===== src/design/ucc_pkg.sv =====
package ucc_pkg;

  localparam int CNT_W  = 20;
  localparam int SUM_W  = 52;
  localparam int SUM2_W = 51;

  localparam int DIV_NUM_W  = 64;
  localparam int DIV_DEN_W  = 32;
  localparam int SQ_RAD_W   = 64;
  localparam int SQ_ROOT_W  = 32;

  localparam logic [31:0] ONE_Q30  = 32'h4000_0000;
  localparam logic [31:0] HALF_Q30 = 32'h2000_0000;

  localparam logic OP_ACC  = 1'b0;
  localparam logic OP_READ = 1'b1;

  localparam logic [1:0] KIND_END  = 2'd0;
  localparam logic [1:0] KIND_BOND = 2'd1;
  localparam logic [1:0] KIND_MEAN = 2'd2;

  localparam logic [1:0] ST_OK    = 2'd0;
  localparam logic [1:0] ST_ZERO  = 2'd1;
  localparam logic [1:0] ST_EMPTY = 2'd2;
  localparam logic [1:0] ST_FULL  = 2'd3;

  localparam logic [CNT_W-1:0] CNT_MAX = '1;

  typedef struct packed {
    logic               opcode;
    logic [1:0]         kind;
    logic [7:0]         lag;
    logic [6:0]         bond;
    logic signed [31:0] ax;
    logic signed [31:0] ay;
    logic signed [31:0] az;
    logic signed [31:0] bx;
    logic signed [31:0] by;
    logic signed [31:0] bz;
  } ucc_in_t;

  typedef struct packed {
    logic [1:0]         status;
    logic signed [31:0] p1_value;
    logic signed [31:0] p2_value;
    logic [CNT_W-1:0]   sample_count;
  } ucc_out_t;

  typedef struct packed {
    logic signed [SUM_W-1:0] cos_sum;
    logic [SUM2_W-1:0]       cos2_sum;
    logic [CNT_W-1:0]        count;
  } bin_t;

  typedef struct packed {
    logic end_we;
    logic bond_we;
    logic mean_we;
  } bin_we_t;

endpackage


===== src/design/ucc_isqrt.sv =====
module ucc_isqrt import ucc_pkg::*; (
  input  logic                 clk,
  input  logic                 rst_n,
  input  logic                 start,
  input  logic [SQ_RAD_W-1:0]  rad,
  output logic                 busy,
  output logic [SQ_ROOT_W-1:0] root
);

  localparam int CW    = $clog2(SQ_ROOT_W + 1);
  localparam int REM_W = SQ_ROOT_W + 2;

  logic                 busy_r;
  logic [CW-1:0]        cnt_r;
  logic [SQ_RAD_W-1:0]  rad_r;
  logic [SQ_ROOT_W-1:0] root_r;
  logic [REM_W-1:0]     rem_r;

  logic [REM_W+1:0]     rem_sh;
  logic [REM_W+1:0]     trial;
  logic                 ge;
  logic [REM_W+1:0]     rem_nxt;

  // two radicand bits in, one root bit out per cycle
  always_comb begin
    rem_sh  = {rem_r, rad_r[SQ_RAD_W-1 -: 2]};
    trial   = {2'b00, root_r, 2'b01};
    ge      = rem_sh >= trial;
    rem_nxt = ge ? (rem_sh - trial) : rem_sh;
  end

  always_ff @(posedge clk) begin
    if (!rst_n) begin
      busy_r <= 1'b0;
      cnt_r  <= '0;
    end else if (start) begin
      busy_r <= 1'b1;
      cnt_r  <= CW'(SQ_ROOT_W);
    end else if (busy_r) begin
      cnt_r <= cnt_r - 1'b1;
      if (cnt_r == CW'(1)) begin
        busy_r <= 1'b0;
      end
    end
  end

  always_ff @(posedge clk) begin
    if (start) begin
      rad_r  <= rad;
      root_r <= '0;
      rem_r  <= '0;
    end else if (busy_r) begin
      rad_r  <= {rad_r[SQ_RAD_W-3:0], 2'b00};
      root_r <= {root_r[SQ_ROOT_W-2:0], ge};
      rem_r  <= rem_nxt[REM_W-1:0];
    end
  end

  assign busy = busy_r;
  assign root = root_r;

endmodule


===== config.mk =====
export PLATFORM = sky130hd
export DESIGN_NAME = ucc_isqrt
export DESIGN_NICKNAME = d
export VERILOG_FILES = /design/src/design/ucc_pkg.sv /design/src/design/ucc_isqrt.sv
export SDC_FILE = /design/constraint.sdc
export NUM_CORES = 1
export LEC_CHECK = 0
export ABC_AREA = 1
export BUFFER_PORTS_ARGS = -buffer_cell sky130_fd_sc_hd__clkbuf_2
export CORE_AREA = 2 2 171 173
export DETAILED_ROUTE_END_ITERATION = 12
export DIE_AREA = 0 0 173 175
export GPL_ROUTABILITY_DRIVEN = 1
export PLACE_DENSITY_LB_ADDON = 0.12
export SYNTH_ARGS = -nofsm -noshare
export SYNTH_HDL_FRONTEND = slang
export SYNTH_SLANG_ARGS = --single-unit

===== constraint.sdc =====
create_clock -name clk -period 5.1 [get_ports clk]
set_input_delay 0.255 -clock clk [delete_from_list [all_inputs] [get_ports clk]]
set_output_delay 0.255 -clock clk [all_outputs]
set_load 0.01 [all_outputs]

==> run metrics <==
outcome=complete, no violations; relative slew slack=30.1%; Final Skew=17.0 ps; DRT antenna net count=0; TritonCTS clock tree=yes; CTS max path bufs=2; Crit path largest cell delay=560 ps; largest area contributor in the netlist=nand2_1; vias in the first global route=7,629; # rows=62; clock sinks=137; setup TNS=0 ps; register area share after synthesis=40.0%; I/O Buffers=99; DP HPWL=17,500 um; Root Driver=clkbuf_16; crit end category=flop; Top delay family on crit path=simple AND/OR/NAND/NOR gates; Mapped Area=0.00845 mm^2; # DRC=0; clock power share=24.4%; Cell variety after synth=39; final net count=1,455; Sw Share=47.1%; most frequent CP cell=nand2_1; initial core utilization=29.8%; fmax=375 MHz; antenna violations before repair=0; Cells after Synth=1,266; sequential power share=25.3%; Critical Path Source Type=flop; initial drt markers=481; Resized cells post-CTS=0; Via density=4.37; Max Cap Violations=0; # placed instances=1,717; Worst Path Buf+Inv=2; setup violators final=0; die height=175 um; slew of the pin with the lowest slew margin=1050 ps; io pins=100; first-pass GRT wire length=39,500 um; Synth warnings=0; peak fanout along the critical path=55; die area=0.0303 mm^2; sequential cell area=0.00338 mm^2; Via Count=7,646; WL per Instance=13.9 um; P_leak=5.15 nW; WP data required=5410 ps; H-Tree Level Count=4; area grow syn2layout=17.1%; worst skew pair latency=440 ps; Setup CP Type=flop to flop; Filler cells=3,190; Post-synth EDFFs=64; CTS Buf Count=17; final WL=24,200 um; ys flop type=dfxtp_1; total track usage=16.2%; Max VDD drop=0.419 mV; Avg Cell Area, Syn=6.68 um^2; final cycle utilization of the critical path=52.3%; Arr. time, crit path=2970 ps; combinational power share=50.3%; pin count of the biggest net entering global routing=75; multi-input logic area=0.00409 mm^2; FFs w/ async S/R, synth=0%; Post-Layout Cell Count=1,749; final RePlAce weighted congestion=0.912; minimum clock period=2670 ps; Slew Viols, Final=0; critical-path cell list=inv_1, ha_1, nand2_1, nor2_2, nand2_1, nor2_2, nand4_1, nand4_1, buf_4, o21ai_0, nand2_1, o22ai_1; Pint=2.80 mW; fraction of layout cells with a size suffix above 1=11.8%; ant diodes=0; register bit total from synthesis=137; Die Width=173 um; first-pass detailed-route iteration total=5; RSZ-0062 raised after global routing=false; Core ar.=0.0284 mm^2; Power Dens Cells=535 mW/mm^2; CTS Hold Bufs=0; Hold Path Class=input port to flop; Net Count, Synth=1,369; Area contributors post-synth=nand2_1, edfxtp_1, dfxtp_1; postcts setup bufs=0; post-synth top area share=23.4%; total grt overflow=0; final hold vios=0; CP max-delay cell=buf_4; Reg clk slew, reported paths=70 ps; Sw Pwr=2.49 mW
[layout make-up]
type,count,share of cell area (%)
multi-input cells,879,41.3
flip-flops and latches,137,34.2
inverters,210,7.98
repair buffers,107,5.61
well taps,384,4.85
clock buffers,17,4.30
clock inverters,15,1.76
[placed cells by master (no fill, tap or decap), types with 6 or more instances in the layout]
cell / Yosys / routed
a21oi_1: 24 / 24
buf_4: 1 / 8
nand4_1: 7 / 7
nor2_2: 6 / 6
clkbuf_2: 0 / 98
dfxtp_1: 73 / 73
nor2_1: 91 / 91
o22ai_1: 32 / 32
nor3_1: 27 / 27
nand2_2: 6 / 6
nand2_1: 528 / 528
nand3_1: 75 / 75
inv_1: 206 / 205
edfxtp_1: 64 / 64
ha_1: 36 / 36
inv_8: 0 / 7
clkbuf_16: 0 / 17
xor2_1: 16 / 16
[worst min-delay path: cells and delay by family]
kind / cells / cell delay (ps)
AO/OA/AOI/OAI: 2 / 100
buffers and inverters: 1 / 100
[flip-flops by register name (all words and copies together), names as in the netlist]
name / flops
busy: 1
rad_r: 64
cnt_r: 6
rem_r: 34
root: 32
[per-stage QoR]
stage          utilization (%)  total power, mW  area, um^2  worst slack (ps)  hold WS, ps
2_1_floorplan                -             3.38        8450              2080          384
3_3_place_gp              32.7             4.04        9300              2360          465
3_5_place_dp              32.7             4.02        9300              2420          470
4_1_cts                   34.9             5.35        9900              2410         52.4
5_1_grt                   34.9             5.79        9900              2190         64.9
6_report                  34.9             5.30        9900              2430         72.7
[synthesized netlist by cell type (2+ instances only)]
cell type and n:
buf_1 4, o22ai_1 32, edfxtp_1 64, a31oi_1 3, ha_1 36, and2_1 4, inv_1 206, nor2_4 2
xor2_1 16, a211oi_1 2, clkbuf_1 29, nand4_1 7, dfxtp_1 73, nand3_1 75, o21ai_0 4, nand2_2 6
inv_2 3, nand2_1 528, o21bai_1 3, nor2_2 6, a21oi_1 24, nand3b_1 2, nor2_1 91, buf_6 5
nor3_1 27
[layer usage]
| metal | track usage [%] | up-vias | wire length [um] |
|---|---|---|---|
| met5 | 0 | - | 0 |
| met4 | 4.56 | 0 | 359 |
| met3 | 3.26 | 21 | 990 |
| met2 | 26.4 | 144 | 10700 |
| met1 | 21.9 | 3371 | 12200 |
| li1 | - | 4110 | - |
[power by group through the flow]
| stage | clock (mW) | combinational [mW] | sequential [mW] |
|---|---|---|---|
| floorplan | 0 | 2.03 | 1.34 |
| global placement | 0 | 2.68 | 1.36 |
| detailed placement | 0 | 2.66 | 1.36 |
| CTS | 1.33 | 2.68 | 1.34 |
| global route | 1.37 | 3.06 | 1.35 |
| finish | 1.29 | 2.67 | 1.34 |
[cell families after synthesis]
kind of cell / Yosys count / synth area share [%]
AND/OR/NAND/NOR: 754 / 36.2
buffers and inverters: 250 / 11.6
flip-flops: 137 / 40.0
AO/OA/AOI/OAI: 73 / 5.14
adder cells (fa/ha/maj): 36 / 5.33
XOR/XNOR: 16 / 1.66
[final timing paths]
path | startpoint | to | slack (ps) | cells past startpoint
worst min register to register | cnt_r[5] | cnt_r[5] | 490 | 2
worst min-delay path | rst_n | cnt_r[5] | 70 | 3
worst max-delay path | root[18] | rem_r[2] | 2430 | 12
worst max register to register | root[18] | rem_r[2] | 2430 | 12
No activity file was read; power rests on OpenSTA's default activity.
