`config.mk`:
```
export PLATFORM = sky130hd
export DESIGN_NAME = ucc_div
export DESIGN_NICKNAME = d
export VERILOG_FILES = /design/src/design/ucc_pkg.sv /design/src/design/ucc_div.sv
export SDC_FILE = /design/constraint.sdc
export NUM_CORES = 1
export LEC_CHECK = 0
export CAP_MARGIN = 25
export CORE_ASPECT_RATIO = 0.9
export CORE_MARGIN = 1
export CORE_UTILIZATION = 35
export DETAILED_ROUTE_END_ITERATION = 16
export DONT_BUFFER_PORTS = 1
export PLACE_DENSITY_LB_ADDON = 0.1
export SYNTH_ARGS = -nofsm -noshare
export SYNTH_HDL_FRONTEND = slang
export SYNTH_SLANG_ARGS = --single-unit
```
`constraint.sdc`:
```
create_clock -name clk -period 3 [get_ports clk]
set_input_delay 0.6 -clock clk [delete_from_list [all_inputs] [get_ports clk]]
set_output_delay 0.6 -clock clk [all_outputs]
set_load 0.01 [all_outputs]
```
`src/design/ucc_pkg.sv`:
```
package ucc_pkg;

  localparam int CNT_W  = 20;
  localparam int SUM_W  = 52;
  localparam int SUM2_W = 51;

  localparam int DIV_NUM_W  = 64;
  localparam int DIV_DEN_W  = 32;
  localparam int SQ_RAD_W   = 64;
  localparam int SQ_ROOT_W  = 32;

  localparam logic [31:0] ONE_Q30  = 32'h4000_0000;
  localparam logic [31:0] HALF_Q30 = 32'h2000_0000;

  localparam logic OP_ACC  = 1'b0;
  localparam logic OP_READ = 1'b1;

  localparam logic [1:0] KIND_END  = 2'd0;
  localparam logic [1:0] KIND_BOND = 2'd1;
  localparam logic [1:0] KIND_MEAN = 2'd2;

  localparam logic [1:0] ST_OK    = 2'd0;
  localparam logic [1:0] ST_ZERO  = 2'd1;
  localparam logic [1:0] ST_EMPTY = 2'd2;
  localparam logic [1:0] ST_FULL  = 2'd3;

  localparam logic [CNT_W-1:0] CNT_MAX = '1;

  typedef struct packed {
    logic               opcode;
    logic [1:0]         kind;
    logic [7:0]         lag;
    logic [6:0]         bond;
    logic signed [31:0] ax;
    logic signed [31:0] ay;
    logic signed [31:0] az;
    logic signed [31:0] bx;
    logic signed [31:0] by;
    logic signed [31:0] bz;
  } ucc_in_t;

  typedef struct packed {
    logic [1:0]         status;
    logic signed [31:0] p1_value;
    logic signed [31:0] p2_value;
    logic [CNT_W-1:0]   sample_count;
  } ucc_out_t;

  typedef struct packed {
    logic signed [SUM_W-1:0] cos_sum;
    logic [SUM2_W-1:0]       cos2_sum;
    logic [CNT_W-1:0]        count;
  } bin_t;

  typedef struct packed {
    logic end_we;
    logic bond_we;
    logic mean_we;
  } bin_we_t;

endpackage

```
`src/design/ucc_div.sv`:
```
module ucc_div import ucc_pkg::*; (
  input  logic                 clk,
  input  logic                 rst_n,
  input  logic                 start,
  input  logic [DIV_NUM_W-1:0] num,
  input  logic [DIV_DEN_W-1:0] den,
  output logic                 busy,
  output logic [DIV_NUM_W-1:0] quo
);

  localparam int CW = $clog2(DIV_NUM_W + 1);

  logic                 busy_r;
  logic [CW-1:0]        cnt_r;
  logic [DIV_NUM_W-1:0] num_r;
  logic [DIV_DEN_W-1:0] den_r;
  logic [DIV_DEN_W-1:0] rem_r;

  logic [DIV_DEN_W:0]   rem_sh;
  logic                 ge;
  logic [DIV_DEN_W:0]   rem_nxt;

  // one quotient bit per cycle; quotient shifts in behind the numerator
  always_comb begin
    rem_sh  = {rem_r, num_r[DIV_NUM_W-1]};
    ge      = rem_sh >= {1'b0, den_r};
    rem_nxt = ge ? (rem_sh - {1'b0, den_r}) : rem_sh;
  end

  always_ff @(posedge clk) begin
    if (!rst_n) begin
      busy_r <= 1'b0;
      cnt_r  <= '0;
    end else if (start) begin
      busy_r <= 1'b1;
      cnt_r  <= CW'(DIV_NUM_W);
    end else if (busy_r) begin
      cnt_r <= cnt_r - 1'b1;
      if (cnt_r == CW'(1)) begin
        busy_r <= 1'b0;
      end
    end
  end

  always_ff @(posedge clk) begin
    if (start) begin
      num_r <= num;
      den_r <= den;
      rem_r <= '0;
    end else if (busy_r) begin
      num_r <= {num_r[DIV_NUM_W-2:0], ge};
      rem_r <= rem_nxt[DIV_DEN_W-1:0];
    end
  end

  assign busy = busy_r;
  assign quo  = num_r;

endmodule

```
==> results of run 1 <==
[cells in the final DEF, fill, tap and decap left out, drive strengths merged, types with 5 or more instances in the layout]
master  synthesis  final
ha             34     34
nor2           39     39
o21bai          5      5
and3            5      5
mux2           65     65
nand4           5      5
a21oi          38     38
nand2b          7      7
a31oi           8      8
buf             5     18
inv            44     52
edfxtp         96     96
a21o           11     11
nand3           6      6
a211oi         18     18
xnor2          20     20
nand2          41     41
xor2           13     13
mux2i          20     20
o21ai          35     35
nor2b           5      5
dfxtp          40     40
clkbuf         23     17
[cells by family after synthesis]
kind of cell / count (synthesis)
flip-flops: 136
XOR/XNOR: 33
buffers and inverters: 72
AO/OA/AOI/OAI: 153
multiplexers: 85
AND/OR/NAND/NOR: 126
adder cells (fa/ha/maj): 35
[flip-flops by register name (all words and copies together) (netlist names)]
signal  count
cnt_r       7
den_r      32
busy        1
quo        64
rem_r      32
[worst paths after layout]
path / end / slack, ps / from
setup / recovery: rem_r[28]$_SDFFE_PP0P_ / 120 / quo[63]$_DFFE_PP_
hold / removal: rem_r[6]$_SDFFE_PP0P_ / 250 / start
setup reg to reg: rem_r[28]$_SDFFE_PP0P_ / 120 / quo[63]$_DFFE_PP_
hold reg to reg: rem_r[4]$_SDFFE_PP0P_ / 480 / rem_r[4]$_SDFFE_PP0P_
[final cells by class]
type	count	area, um2
clock buffer	17	425.4
clock inverter	15	132.6
fill	1906	11980
inverter	44	165.2
multi-input combinational	432	3304
sequential	136	3684
tap	255	319.1
timing repair buffer	18	163.9
[timing repair]
action	in CTS	in global routing
setup buffers	0	2
endpoints found under the setup margin	1	14
hold endpoints to repair	0	0
cloned	0	0
pin swaps	0	3
gates resized for setup	1	7
[stage by stage]
stage / util [%] / setup WS (ps) / power, mW / hold WS (ps) / instances
floorplan: - / 240.7 / 2.819 / 437.3 / 640
global placement: 37.67 / 108.4 / 2.964 / 468.7 / 883
detailed placement: 37.67 / 3.684 / 2.965 / 473.7 / 883
CTS: 40.48 / 81.85 / 5.006 / 233.3 / 915
global route: 40.62 / 6.944 / 5.159 / 224.5 / 917
finish: 40.62 / 119.6 / 4.933 / 248.9 / 917
[routing by layer]
metal | up-vias | global-route usage (%)
met4 | 0 | 5.842
met5 | - | 0
met3 | 21 | 4.594
met1 | 2389 | 22.35
li1 | 2384 | -
met2 | 122 | 26.53
[report_power, final]
group	internal (mW)	switching (mW)	total (mW)
logic	0.267	0.324	0.592
clock network	1.09	0.915	2.00
registers	2.20	0.141	2.34
total	3.55	1.38	4.93
[worst max-delay path: stages (launching register included)]
cell and delay (ps):
edfxtp_1 350, inv_1 70, ha_1 230, fa_1 400
nand2b_1 180, a21oi_1 230, o211ai_1 210, a21oi_1 240
nor2_1 130, o31ai_1 300, xor2_1 120, a221o_1 320
==> impl_results.md, run 1 <==
- Outcome: finished, final reports clean
- Row count: 49
- Total of max-cap violations: 0
- Share of cells above drive strength 1: between 10% and 20%
- Ys async rst share: 0%
- Post-synth EDFFs: 96
- Slew HR: between 60% and 70%
- Post-CTS Hold Buffers: 0
- Yosys warns: 0
- Total track usage: 16.89%
- CTS clk-pin slew, worst paths: 60 ps
- M1 WL: around 8.3 mm
- Gpl congestion: 0.8703
- Antenna diode count: 0
- HP Class: input pin to flip-flop
- Drt wl/cell: 18.96 um
- Remaining global-route overflow: 0
- Die ar.: 21350 um2
- Residual DRC: 0
- Antenna viol nets, final: 0
- Xor/xnor share of the synthesized area: 3.977%
- Drt total wl: 17.38 mm
- Final Cell Area: 8194 um2
- Area after DPL: ~7600 um2
- Maximum vdd drop: 0.0002430 V
- RSZ-0062 raised after global routing: false
- Clock latency on the worst-skew pair: 430 ps
- Post-synthesis mux area share: 12.82%
- Met3 wire len: 718 um
- Core Box Area: 20170 um2
- Largest family of logic cells by synthesized area: compound AO/OA/AOI/OAI gates
- Syn_nets: 774
- Clock skew: about 12 ps
- Num CTS Buffers: 17
- Largest net degree at the start of global routing: 118
- Die extent in y: between 100 and 150 um
- Cell variety after synth: 59
- CTS H-tree depth: 4
- Die width: between 150 and 200 um
- IO Count: 164
- First-pass GRT wire length: roughly 28 mm
- Post-Syn Area: 7268 um2
- # clock sinks: 136
- Vias after detailed routing: between 4000 and 5000
- Type of origin of the critical path: flip-flop
- Max Used Layer: met4
- DRT Pass-1 Iters: 4
- PD cells: 602.0 nW/um2
- Arr. time, crit path: roughly 3200 ps
- Final period util: 96.01%
- Adder-Cell Fraction of Synth Area: around 6%
- Post-Syn Instances: 640
- Simple-gate share of the synthesized area: 8.211%
- Vias in the first global route: 4983
- Fmax: around 350 MHz
- Final min period: 2880 ps
- Metal2 WL: 8.123 mm
- Area delta synth->final: 12.74%
- Post-synth top area share: 39.66%
- Hold path depth: 1
- Starting DRT DRC Count: 327
- Sequential share of the synthesized area: between 50% and 60%
- Compound-gate portion of the synthesized area: 14.06%
- Fin Setup TNS: 0 ps
- Worst setup EP type: flip-flop
- Least-Margin Pin Slew: 508.0 ps
- Longest Clk Path Bufs: 2
- Final nets: 783
- TritonCTS clock tree: yes
- #FFs+latches synth: about 140
- Reg2reg path depth: 11
- Synth area leaders: edfxtp_1 (40%), dfxtp_1 (11%), mux2_2 (10%)
- CP required: 3310 ps
- Hpwl dp: 12.17 mm
- Vias per cell: 5.361
- CP Max Fanout: 3
- Port Buffer Count: 0
- Most common cell in the synthesized netlist: edfxtp_1
- CP Class: flip-flop to flip-flop
- Final Max Slew Viols: 0
- Syn Area/Cell: 11.36 um2
- Antenna violations before repair: 1
- Leak: around 3.2 nW
- Clock root buffer: clkbuf_16
- Leading area contributor after synthesis: edfxtp_1
- # setup viols final: 0
- Initial Utilization: about 36%
- Final Hold Vio Count: 0
- Synth cell count leaders: edfxtp_1 (96), mux2_2 (65), inv_1 (44)
- Ys flop type: edfxtp_1
(Power assumes the default switching activity.)
==> inputs of run 2 (changes only) <==
--- a/config.mk
+++ b/config.mk
@@ -11,7 +11,7 @@
 export CORE_UTILIZATION = 35
 export DETAILED_ROUTE_END_ITERATION = 16
 export DONT_BUFFER_PORTS = 1
-export PLACE_DENSITY_LB_ADDON = 0.1
 export SYNTH_ARGS = -nofsm -noshare
 export SYNTH_HDL_FRONTEND = slang
 export SYNTH_SLANG_ARGS = --single-unit
+export TNS_END_PERCENT = 1
==> impl_results.md, run 2 (synthesis results as in run 1) <==
- Vias in the first global route: 5177 (was 4983)
- Pre-CTS setup slack: 7.184 ps (was 3.684 ps)
- Commonest non-fill, non-tap cell in the layout: edfxtp_1 (unchanged)
- Max reg flops: 64 (unchanged)
- Num CTS Buffers: 17 (unchanged)
- Type of origin of the critical path: flip-flop (unchanged)
- Row count: 49 (unchanged)
- CP Class: flip-flop to flip-flop (unchanged)
- Final period util: 96.33% (was 96.01%)
- RSZ-0062 raised after global routing: false (unchanged)
- Worst setup EP type: flip-flop (unchanged)
- Outcome: finished, final reports clean (unchanged)
- Area delta synth->final: 12.50% (was 12.74%)
- CTS clk-pin slew, worst paths: 60 ps (about the same)
- Hpwl dp: 12.02 mm (was 12.17 mm)
- PD cells: 602.1 nW/um2 (was 602.0 nW/um2)
- Critical R2R Capture: quo[0]$_DFFE_PP_ (was rem_r[28]$_SDFFE_PP0P_)
- HP Class: input pin to flip-flop (unchanged)
- Vias after detailed routing: 4986 (was 4916)
- Die ar.: 21350 um2 (unchanged)
- Antenna violations before repair: 4 (was 1)
- Placed Cells incl. Taps: 878 (was 883)
- Vias per cell: 5.449 (was 5.361)
- Fin Setup TNS: 0 ps (unchanged)
- Final nets: 778 (was 783)
- Commonest non-fill, non-tap cells in the layout: edfxtp_1 (96), mux2_2 (65), inv_1 (43) (unchanged)
- First-pass GRT wire length: 27.59 mm (was 27.90 mm)
- TritonCTS clock tree: yes (unchanged)
- Total of max-cap violations: 0 (unchanged)
- Total track usage: 16.69% (was 16.89%)
- Initial Utilization: 36.03% (unchanged)
- Final Util: 40.54% (was 40.62%)
- Clock root buffer: clkbuf_16 (unchanged)
- Maximum vdd drop: 0.0002884 V (was 0.0002430 V)
- Final Non-Filler Cells: 915 (was 917)
- Reg-to-reg startpoint: den_r[15]$_DFFE_PP_ (was quo[63]$_DFFE_PP_)
- Final WS setup: 110.0 ps (was 119.6 ps)
- # clock sinks: 136 (unchanged)
- Clock skew: 9.057 ps (was 12.20 ps)
- Antenna viol nets, final: 0 (unchanged)
- Port Buffer Count: 0 (unchanged)
- CP Max Fanout: 12 (was 3)
- CP required: 3170 ps (was 3310 ps)
- Core Box Area: 20170 um2 (unchanged)
- Slew HR: 55.12% (was 65.66%)
- Fmax: 346.0 MHz (was 347.2 MHz)
- Least-Margin Pin Slew: 672.2 ps (was 508.0 ps)
- Flop2flop setup slack: 110 ps (was 120 ps)
- Largest net degree at the start of global routing: 118 (unchanged)
- Final min period: 2890 ps (was 2880 ps)
- Reg2reg path depth: 10 (was 11)
- Post-CTS Hold Buffers: 0 (unchanged)
- IO Count: 164 (unchanged)
- Remaining global-route overflow: 0 (unchanged)
- Gpl congestion: 0.9099 (was 0.8703)
- DRT Pass-1 Iters: 4 (unchanged)
- Arr. time, crit path: 3060 ps (was 3190 ps)
- Share of cells above drive strength 1: 18.11% (was 19.03%)
- Die extent in y: 138.7 um (unchanged)
- # setup viols final: 0 (unchanged)
- Starting DRT DRC Count: 256 (was 327)
- Drt wl/cell: 18.74 um (was 18.96 um)
- Residual DRC: 0 (unchanged)
- Leak: 3.181 nW (was 3.195 nW)
- Die width: 153.9 um (unchanged)
- Clock latency on the worst-skew pair: 430 ps (about the same)
- Drt total wl: 17.14 mm (was 17.38 mm)
- Setup crit end: quo[0]$_DFFE_PP_ (was rem_r[28]$_SDFFE_PP0P_)
- Longest Clk Path Bufs: 2 (unchanged)
- Final Max Slew Viols: 0 (unchanged)
- Final Hold Vio Count: 0 (unchanged)
- CTS H-tree depth: 4 (unchanged)
- Crit path launch: den_r[15]$_DFFE_PP_ (was quo[63]$_DFFE_PP_)
==> run 2: cell types whose count changed in the layout (fill, tap and decap cells not counted), moves of 2 or more <==
cell and change:
ha_2 -2, ha_1 +2, buf_4 -5, diode_2 +3
==> run 2: metal layers <==
metal / wire length (um) / global-route usage [%] / vias up
li1: - / - / 2398
met2: 8170 / 27.61 / 182
met4: 197 / 5.000 / 2
met3: 1523 / 7.344 / 13
met1: 7238 / 19.46 / 2391
met5: 13 / 0 / -
==> run 2: what timing repair did <==
item,4_1_cts,5_1_grt
gates resized for setup,1,4
endpoints found under the setup margin,1,13
hold endpoints to repair,0,0
pin swaps,0,4
setup buffers,0,2
==> run 2: worst min-delay path by stage <==
stage | endpoint | from | cells past startpoint | slack (ps)
6_report | rem_r[16]$_SDFFE_PP0P_ | start | 1 | 260
5_1_grt | rem_r[14]$_SDFFE_PP0P_ | start | 1 | 230
4_1_cts | den_r[10]$_DFFE_PP_ | den[10] | 0 | 240
3_5_place_dp | rem_r[4]$_SDFFE_PP0P_ | rem_r[4]$_SDFFE_PP0P_ | 2 | 470
3_3_place_gp | rem_r[3]$_SDFFE_PP0P_ | rem_r[3]$_SDFFE_PP0P_ | 2 | 460
2_1_floorplan | rem_r[31]$_SDFFE_PP0P_ | rem_r[31]$_SDFFE_PP0P_ | 2 | 440
==> run 2: through the flow <==
stage	instance area (um2)	hold WS [ps]	total power [mW]
2_1_floorplan	7268	437.3	2.819
3_3_place_gp	7574	463.1	2.947
3_5_place_dp	7574	468.8	2.955
4_1_cts	8139	243.6	4.990
5_1_grt	8169	233.9	5.150
6_report	8177	264.6	4.923
==> run 2: worst max-delay path, cell delays in order (launching register included) <==
cell and delay [ps]:
edfxtp_1 370, inv_1 70, ha_2 310, and2_1 200
and4_1 260, a41oi_2 210, o21ai_0 130, a211o_1 340
a41o_1 280, buf_12 180, mux2_2 280
==> run 2: final cells by class <==
type	count	area, um2
Fill cell	1904	11990
Sequential cell	136	3684
Multi-Input combinational cell	432	3308
Clock buffer	18	429.2
Tap cell	255	319.1
Inverter	44	165.2
Timing Repair Buffer	13	135.1
Clock inverter	14	128.9
Antenna cell	3	7.507
==> run 2: where the power goes <==
group	total, mW	internal, mW	switching (mW)	leakage (nW)
clock	2.00	1.09	0.908	0.266
combinational	0.579	0.264	0.315	1.63
sequential	2.34	2.20	0.147	1.28
total	4.92	3.55	1.37	3.18
